<file path="config.mk">
export PLATFORM = sky130hd
export DESIGN_NAME = fifo_page_replacement_core
export DESIGN_NICKNAME = d
export VERILOG_FILES = /design/src/rtl/core/fpr_pkg.sv /design/src/rtl/core/fpr_frame_store.sv /design/src/rtl/core/fifo_page_replacement_core.sv
export VERILOG_INCLUDE_DIRS = /design/src /design/src/rtl/core
export SDC_FILE = /design/constraint.sdc
export NUM_CORES = 1
export LEC_CHECK = 0
export ABC_AREA = 1
export ABC_CLOCK_PERIOD_IN_PS = 4200
export BUFFER_PORTS_ARGS = -buffer_cell sky130_fd_sc_hd__buf_4
export CORE_UTILIZATION = 30
export DETAILED_ROUTE_END_ITERATION = 10
export GPL_ROUTABILITY_DRIVEN = 0
export PLACE_DENSITY = 0.51
export REMOVE_ABC_BUFFERS = 1
export SLEW_MARGIN = 20
export SYNTH_ARGS = -nofsm -noshare
export SYNTH_HDL_FRONTEND = slang
export SYNTH_HIERARCHICAL = 1
export SYNTH_SLANG_ARGS = --single-unit
</file>
<file path="constraint.sdc">
create_clock -name i_clk -period 4.2 [get_ports i_clk]
set_input_delay 0.42 -clock i_clk [delete_from_list [all_inputs] [get_ports i_clk]]
set_output_delay 0.42 -clock i_clk [all_outputs]
set_load 0.01 [all_outputs]
</file>
<file path="src/rtl/core/fifo_page_replacement_core_macros.svh">
`ifndef FIFO_PAGE_REPLACEMENT_CORE_MACROS_SVH
`define FIFO_PAGE_REPLACEMENT_CORE_MACROS_SVH

// Check that a condition implies another in the same cycle.
`define FPR_ASSERT_SAME(name, clk, rst_n, ante, cons, msg) \
    name: assert property (@(posedge clk) disable iff (!rst_n) (ante) |-> (cons)) \
        else $error(msg);

// Check that a condition implies another in the next cycle.
`define FPR_ASSERT_NEXT(name, clk, rst_n, ante, cons, msg) \
    name: assert property (@(posedge clk) disable iff (!rst_n) (ante) |=> (cons)) \
        else $error(msg);

`endif

</file>
<file path="src/rtl/core/fpr_pkg.sv">
package fpr_pkg;

    // Default sizing
    localparam int FRAMES_DEF    = 16;
    localparam int PAGE_BITS_DEF = 16;

    // Fixed field widths
    localparam int CFG_W      = 5;
    localparam int SLOT_OUT_W = 4;
    localparam int TOTAL_W    = 32;

    localparam logic [CFG_W-1:0] FRAME_COUNT_RST = CFG_W'(3);

    // Control from the sequencer to the frame store
    typedef struct packed {
        logic clear;   // drop all valid bits
        logic wr_en;   // load a page into a frame
    } t_store_ctl;

endpackage

</file>
<file path="src/rtl/core/fpr_frame_store.sv">
module fpr_frame_store #(
    parameter int FRAMES    = fpr_pkg::FRAMES_DEF,
    parameter int PAGE_BITS = fpr_pkg::PAGE_BITS_DEF,
    parameter int SLOT_W    = (FRAMES > 1) ? $clog2(FRAMES) : 1
) (
    input  logic                  i_clk,
    input  logic                  i_rst_n,
    input  fpr_pkg::t_store_ctl   i_ctl,
    input  logic [SLOT_W-1:0]     i_rd_addr,
    input  logic [SLOT_W-1:0]     i_wr_addr,
    input  logic [PAGE_BITS-1:0]  i_wr_page,
    input  logic [PAGE_BITS-1:0]  i_cmp_page,
    output logic                  o_match
);
    import fpr_pkg::*;

    logic [PAGE_BITS-1:0] r_mem [FRAMES];
    logic [FRAMES-1:0]    r_valid;
    logic [PAGE_BITS-1:0] r_rd_page;
    logic                 r_rd_valid;
    logic                 n_rd_valid;

    // Forward a clear or a same-entry load into the registered valid read
    always_comb begin
        priority if (i_ctl.clear) begin
            n_rd_valid = 1'b0;
        end else if (i_ctl.wr_en && (i_wr_addr == i_rd_addr)) begin
            n_rd_valid = 1'b1;
        end else begin
            n_rd_valid = r_valid[i_rd_addr];
        end
    end

    // Page memory: one write port, registered read
    always_ff @(posedge i_clk) begin
        if (i_ctl.wr_en) begin
            r_mem[i_wr_addr] <= i_wr_page;
        end
        r_rd_page <= r_mem[i_rd_addr];
    end

    // Valid bits per frame
    always_ff @(posedge i_clk) begin
        if (!i_rst_n) begin
            r_valid    <= '0;
            r_rd_valid <= 1'b0;
        end else begin
            if (i_ctl.clear) begin
                r_valid <= '0;
            end else if (i_ctl.wr_en) begin
                r_valid[i_wr_addr] <= 1'b1;
            end
            r_rd_valid <= n_rd_valid;
        end
    end

    // Match the frame read last cycle
    assign o_match = r_rd_valid && (r_rd_page == i_cmp_page);

endmodule

</file>
<file path="src/rtl/core/fifo_page_replacement_core.sv">
// FIFO page replacement core.
// Input channel: i_in_valid with i_page and i_restart; the core holds o_in_stall
// high while it works on an item. Output channel: o_out_valid with o_fault,
// o_slot and o_fault_total; the receiver holds i_out_stall to keep the item.
// Configuration: i_cfg_we writes i_cfg_data into the frame count register
// (reset value 3); write it only while no item is in flight.
// Each item walks the page frame memory from frame 0, one frame per cycle until
// its lookup ends, since the frames live in a synchronous RAM with one write
// port and a registered read. A lookup ends at the first frame that hits, or on
// a miss at the last active frame. The core returns to idle when the result is
// registered, and takes no new item before then.
// A restart flag on an item clears the valid bits, the round-robin pointer
// and the fault counter before the lookup. Reset clears the same state and
// sets the frame count to 3.
// When the receiver stalls, the finished result waits in the output register;
// the next item may still be accepted and scanned, and its scan holds on the
// frame where it ends until the output register frees up.
module fifo_page_replacement_core #(
    parameter int FRAMES    = fpr_pkg::FRAMES_DEF,
    parameter int PAGE_BITS = fpr_pkg::PAGE_BITS_DEF
) (
    input  logic                           i_clk,
    input  logic                           i_rst_n,
    input  logic                           i_cfg_we,
    input  logic [fpr_pkg::CFG_W-1:0]      i_cfg_data,
    input  logic                           i_in_valid,
    output logic                           o_in_stall,
    input  logic [PAGE_BITS-1:0]           i_page,
    input  logic                           i_restart,
    output logic                           o_out_valid,
    input  logic                           i_out_stall,
    output logic                           o_fault,
    output logic [fpr_pkg::SLOT_OUT_W-1:0] o_slot,
    output logic [fpr_pkg::TOTAL_W-1:0]    o_fault_total
);
    import fpr_pkg::*;

    localparam int SLOT_W = (FRAMES > 1) ? $clog2(FRAMES) : 1;
    localparam int CNT_W  = $clog2(FRAMES + 1);

    typedef enum logic {
        S_IDLE,
        S_SCAN
    } t_state;

    t_state               r_state;
    logic [CFG_W-1:0]     r_frame_count;
    logic [CNT_W-1:0]     r_eff_n;
    logic [SLOT_W-1:0]    r_idx;
    logic [PAGE_BITS-1:0] r_page;
    logic [SLOT_W-1:0]    r_next_slot;
    logic [TOTAL_W-1:0]   r_fault_count;
    logic                 r_out_valid;
    logic                 r_fault;
    logic [SLOT_W-1:0]    r_slot;
    logic [TOTAL_W-1:0]   r_total;

    logic [CNT_W-1:0]     n_eff_n;
    logic [SLOT_W-1:0]    n_next_slot;
    logic [TOTAL_W-1:0]   n_fault_count;
    logic                 in_acc;
    logic                 hit;
    logic [CNT_W-1:0]     idx_inc;
    logic                 is_last;
    logic                 done;
    logic                 out_free;
    logic                 finish;
    logic [SLOT_W-1:0]    fill_slot;
    logic [CNT_W-1:0]     fill_inc;
    logic [SLOT_W-1:0]    rd_addr;
    t_store_ctl           st_ctl;

    // Clamp the configured frame count into 1..FRAMES
    always_comb begin
        priority if (r_frame_count == '0) begin
            n_eff_n = CNT_W'(1);
        end else if (32'(r_frame_count) > 32'(FRAMES)) begin
            n_eff_n = CNT_W'(FRAMES);
        end else begin
            n_eff_n = CNT_W'(r_frame_count);
        end
    end

    // Scan progress and handshakes
    assign in_acc   = i_in_valid && (r_state == S_IDLE);
    assign idx_inc  = CNT_W'(r_idx) + CNT_W'(1);
    assign is_last  = (idx_inc >= r_eff_n);
    assign done     = (r_state == S_SCAN) && (hit || is_last);
    assign out_free = !r_out_valid || !i_out_stall;
    assign finish   = done && out_free;

    // Pick the victim frame and the pointer after it
    assign fill_slot   = (CNT_W'(r_next_slot) < r_eff_n) ? r_next_slot : '0;
    assign fill_inc    = CNT_W'(fill_slot) + CNT_W'(1);
    assign n_next_slot = (fill_inc >= r_eff_n) ? '0 : SLOT_W'(fill_inc);
    assign n_fault_count = (r_fault_count == '1) ? r_fault_count
                                                 : r_fault_count + TOTAL_W'(1);

    // Read frame 0 in idle, else the next frame, or the current one while blocked
    always_comb begin
        unique case (r_state)
            S_IDLE: rd_addr = '0;
            S_SCAN: rd_addr = (done && !out_free) ? r_idx : SLOT_W'(idx_inc);
        endcase
    end

    assign st_ctl.clear = in_acc && i_restart;
    assign st_ctl.wr_en = finish && !hit;

    fpr_frame_store #(
        .FRAMES    (FRAMES),
        .PAGE_BITS (PAGE_BITS),
        .SLOT_W    (SLOT_W)
    ) u_store (
        .i_clk      (i_clk),
        .i_rst_n    (i_rst_n),
        .i_ctl      (st_ctl),
        .i_rd_addr  (rd_addr),
        .i_wr_addr  (fill_slot),
        .i_wr_page  (r_page),
        .i_cmp_page (r_page),
        .o_match    (hit)
    );

    // Sequencer, run state and output register
    always_ff @(posedge i_clk) begin
        if (!i_rst_n) begin
            r_state       <= S_IDLE;
            r_frame_count <= FRAME_COUNT_RST;
            r_eff_n       <= CNT_W'(1);
            r_next_slot   <= '0;
            r_fault_count <= '0;
            r_out_valid   <= 1'b0;
        end else begin
            if (i_cfg_we) begin
                r_frame_count <= i_cfg_data;
            end
            if (r_out_valid && !i_out_stall && !finish) begin
                r_out_valid <= 1'b0;
            end
            unique case (r_state)
                S_IDLE: begin
                    if (i_in_valid) begin
                        r_page  <= i_page;
                        r_eff_n <= n_eff_n;
                        r_idx   <= '0;
                        if (i_restart) begin
                            r_next_slot   <= '0;
                            r_fault_count <= '0;
                        end
                        r_state <= S_SCAN;
                    end
                end
                S_SCAN: begin
                    if (finish) begin
                        r_out_valid <= 1'b1;
                        r_fault     <= !hit;
                        if (hit) begin
                            r_slot  <= r_idx;
                            r_total <= r_fault_count;
                        end else begin
                            r_slot        <= fill_slot;
                            r_total       <= n_fault_count;
                            r_next_slot   <= n_next_slot;
                            r_fault_count <= n_fault_count;
                        end
                        r_state <= S_IDLE;
                    end else if (!done) begin
                        r_idx <= SLOT_W'(idx_inc);
                    end
                end
            endcase
        end
    end

    assign o_in_stall    = (r_state != S_IDLE);
    assign o_out_valid   = r_out_valid;
    assign o_fault       = r_fault;
    assign o_slot        = SLOT_OUT_W'(r_slot);
    assign o_fault_total = r_total;

`include "fifo_page_replacement_core_macros.svh"

    `FPR_ASSERT_NEXT(a_accept_starts_scan, i_clk, i_rst_n, in_acc,
        (r_state == S_SCAN) && (r_idx == '0), "accepted item did not start at frame 0")
    `FPR_ASSERT_SAME(a_scan_in_range, i_clk, i_rst_n, r_state == S_SCAN,
        CNT_W'(r_idx) < r_eff_n, "scan index beyond active frame count")
    `FPR_ASSERT_SAME(a_fault_counted, i_clk, i_rst_n, o_out_valid && o_fault,
        o_fault_total != '0, "fault reported with zero fault total")

endmodule
</file>
==> flow_metrics.py <==
metrics = {
    "finish": {
        "fin_util_pct": 35.9,
        "nets": 1791,
        "syn_to_final_growth_pct": 18.3,
        "n_antenna_cell": 0,
        "drive_gt1_share_pct": 13.2,
    },
    "synth": {
        "synth_seq_cells": 394,
        "syn_area_per_cell_um2": 10.4,
        "synth.distinct_cells": 48,
        "async_reset_ff_share_pct": 0,
        "synth_area_um2": 17100,
        "syn_inst": 1650,
        "yosysSeqAreaShare_pct": 64.4,
        "synth_ff_type": "edfxtp_1",
        "synth_edf_count": 313,
        "yosysWarnings": 6,
    },
    "floorplanning": {
        "dieArea_um2": 58000,
        "placementRows": 87,
        "start_util_pct": 30.3,
        "ioPinCount": 66,
        "core_region_area_um2": 56400,
        "die_h_um": 241,
        "die_w_um": 241,
    },
    "routing": {
        "firstDrtPassIters": 5,
        "wirelength_mm": 45.5,
        "wl_per_cell_um": 17.9,
        "first_iter_violations": 865,
        "remaining_drc_errors": 0,
        "viasPerCell": 4.77,
        "num_vias": 12100,
        "ant_nets": 0,
    },
    "timing": {
        "post-route-period-util_pct": 86.9,
        "tightest_slew_ps": 637,
        "period_needed_ps": 3650,
        "setup_ws_ps": 551,
        "fmax_mhz": 274,
        "rsz0062_at_grt": "false",
        "finalMaxSlewViolations": 0,
        "slew_headroom_pct": 57.5,
        "skew_ps": 35.7,
        "finalSetupViolCount": 0,
        "finalHoldViolCount": 0,
        "hold_slack_ps": 34.5,
    },
    "global_routing": {
        "grt_pass1_vias": 11500,
        "grt_pass1_wl_mm": 69.1,
        "grt_overflow": 0,
        "grt_max_degree": 99,
        "grt_antenna_before_repair": 1,
        "grt_usage_pct": 15.8,
    },
    "clock_tree": {
        "numCtsBuffers": 44,
        "path_clk_slew_ps": 60,
        "cts_root_buf": "clkbuf_16",
        "cts_resized": 0,
        "cts_tree": "built",
        "clk-insertion-delay-late_ps": 580,
        "cts_sinks": 394,
        "cts.path.max_buffers": 3,
        "h-tree-depth": 2,
    },
    "setup_path": {
        "startpoint_type": "flip-flop",
        "end_kind": "flip-flop",
        "worstPathArrival_ps": 4130,
        "cp_max_fo": 17,
        "required_ps": 4680,
        "path_class": "flip-flop to flip-flop",
    },
    "min_path": {
        "worstHoldPathType": "input port to flip-flop",
    },
    "placed_design": {
        "hpwlAfterDp_mm": 26.3,
        "place_ws_ps": 542,
        "io_buffers": 65,
    },
    "pwr": {
        "ir_drop_mv": 0.348,
        "power_density_nw_per_um2": 461,
        "total_power_mw": 9.33,
        "p_leak_nw": 7.21,
    },
    "flow_run": {
        "drv_cap": 0,
    },
    "run_status": {
        "status": "finished clean",
    },
}
==> layout make-up <==
type / count / area, um^2
Fill cell: 5715 / 36100
Sequential cell: 394 / 11000
Multi-Input combinational cell: 1058 / 5260
Clock buffer: 64 / 1240
Timing Repair Buffer: 130 / 1070
Tap cell: 756 / 946
Inverter: 120 / 453
Clock inverter: 18 / 250
==> cells in the mapped netlist, types with 3 or more instances <==
| cell type | count | area [um^2] |
|---|---|---|
| a21oi_1 | 42 | 210 |
| o221ai_1 | 3 | 26.3 |
| nor3_1 | 8 | 40.0 |
| buf_4 | 8 | 60.1 |
| o22ai_1 | 4 | 25.0 |
| nand3_2 | 10 | 100 |
| and2_1 | 13 | 81.3 |
| inv_1 | 114 | 428 |
| inv_2 | 3 | 11.3 |
| clkbuf_1 | 22 | 82.6 |
| nand4_1 | 12 | 75.1 |
| clkbuf_2 | 3 | 15.0 |
| buf_1 | 4 | 15.0 |
| nand3b_1 | 4 | 30.0 |
| buf_2 | 31 | 155 |
| o211ai_1 | 68 | 510 |
| clkinv_1 | 3 | 11.3 |
| nand2_1 | 255 | 957 |
| o21ai_1 | 7 | 35.0 |
| nor2_1 | 319 | 1200 |
| ha_1 | 16 | 200 |
| buf_6 | 8 | 90.1 |
| nand3_1 | 104 | 521 |
| xor2_1 | 17 | 149 |
| o21ai_0 | 145 | 726 |
| dfxtp_1 | 81 | 1620 |
| edfxtp_1 | 313 | 9400 |
| and2_2 | 3 | 22.5 |
| xnor2_1 | 4 | 35.0 |
==> worst paths after layout <==
kind              start                 end  slack, ps  cells after the start
min           i_page[9]           r_page[9]         30                      1
max           r_page[5]  u_store/r_rd_valid        550                     20
min reg2reg  r_eff_n[3]          r_eff_n[3]        470                      2
max reg2reg   r_page[5]  u_store/r_rd_valid        550                     20
==> where the power goes <==
part	internal (mW)	switching [mW]	total [mW]
clock network	2.37	1.59	3.95
logic	0.324	0.640	0.964
registers	4.34	0.0729	4.41
==> logic make-up after synthesis <==
group                    count (synthesis)  synth area share (%)
flip-flops                             394                  64.4
XOR/XNOR                                21                  1.07
AO/OA/AOI/OAI                          276                  9.28
AND/OR/NAND/NOR                        745                  18.8
buffers and inverters                  198                  5.28
adder cells (fa/ha/maj)                 16                  1.17
==> state kept, by name (all words and copies together), names as in the netlist, 4 cells and up <==
register	cells
u_store/r_rd_page	16
r_page	16
r_idx	4
o_slot	4
r_eff_n	5
r_frame_count	5
o_fault_total	32
u_store/r_valid	16
u_store/r_mem	256
r_fault_count	32
r_next_slot	4
==> routing by layer <==
metal	up-vias	GRT usage [%]	wire length, um
met5	-	0	0
met4	0	4.22	994
met3	65	2.68	2390
met2	292	25.0	20600
met1	5882	22.3	21500
li1	5878	-	-
==> critical path, stage by stage, from the launching register on <==
cell and delay [ps]:
edfxtp_1 630, inv_1 160, o22ai_1 100, or2_2 290
nor2_1 190, nand3_1 110, nor2_2 140, nor2_1 70
nand2_1 50, nand3b_1 130, nand2_1 80, inv_1 110
nand2_1 210, o21ai_2 220, clkinv_1 410, o21ai_0 310
a21oi_1 70, nand3b_1 110, nand3_1 80, nand2_1 70
inv_1 40
==> repair_timing <==
item	4_1_cts	5_1_grt
endpoints found under the hold margin	8	0
buffers inserted	0	0
hold buffers	8	0
==> layout by cell type (no fill, tap or decap), types with 17 or more instances in the layout <==
cell type / n
o211ai_1: 68
edfxtp_1: 313
inv_1: 114
a21oi_1: 42
nand2_1: 255
o21ai_0: 142
xor2_1: 17
buf_4: 116
nor2_1: 300
dfxtp_1: 81
nand3_1: 104
clkbuf_16: 45
nor2_2: 18
==> through the flow <==
step / TNS [ps] / std cells / area, um^2
floorplan: -142970 / 1572 / 16700
global placement: 0 / 2450 / 18700
detailed placement: 0 / 2450 / 18700
CTS: 0 / 2540 / 20200
global route: 0 / 2540 / 20200
finish: 0 / 2540 / 20200
Power figures use the tool's default switching activity.
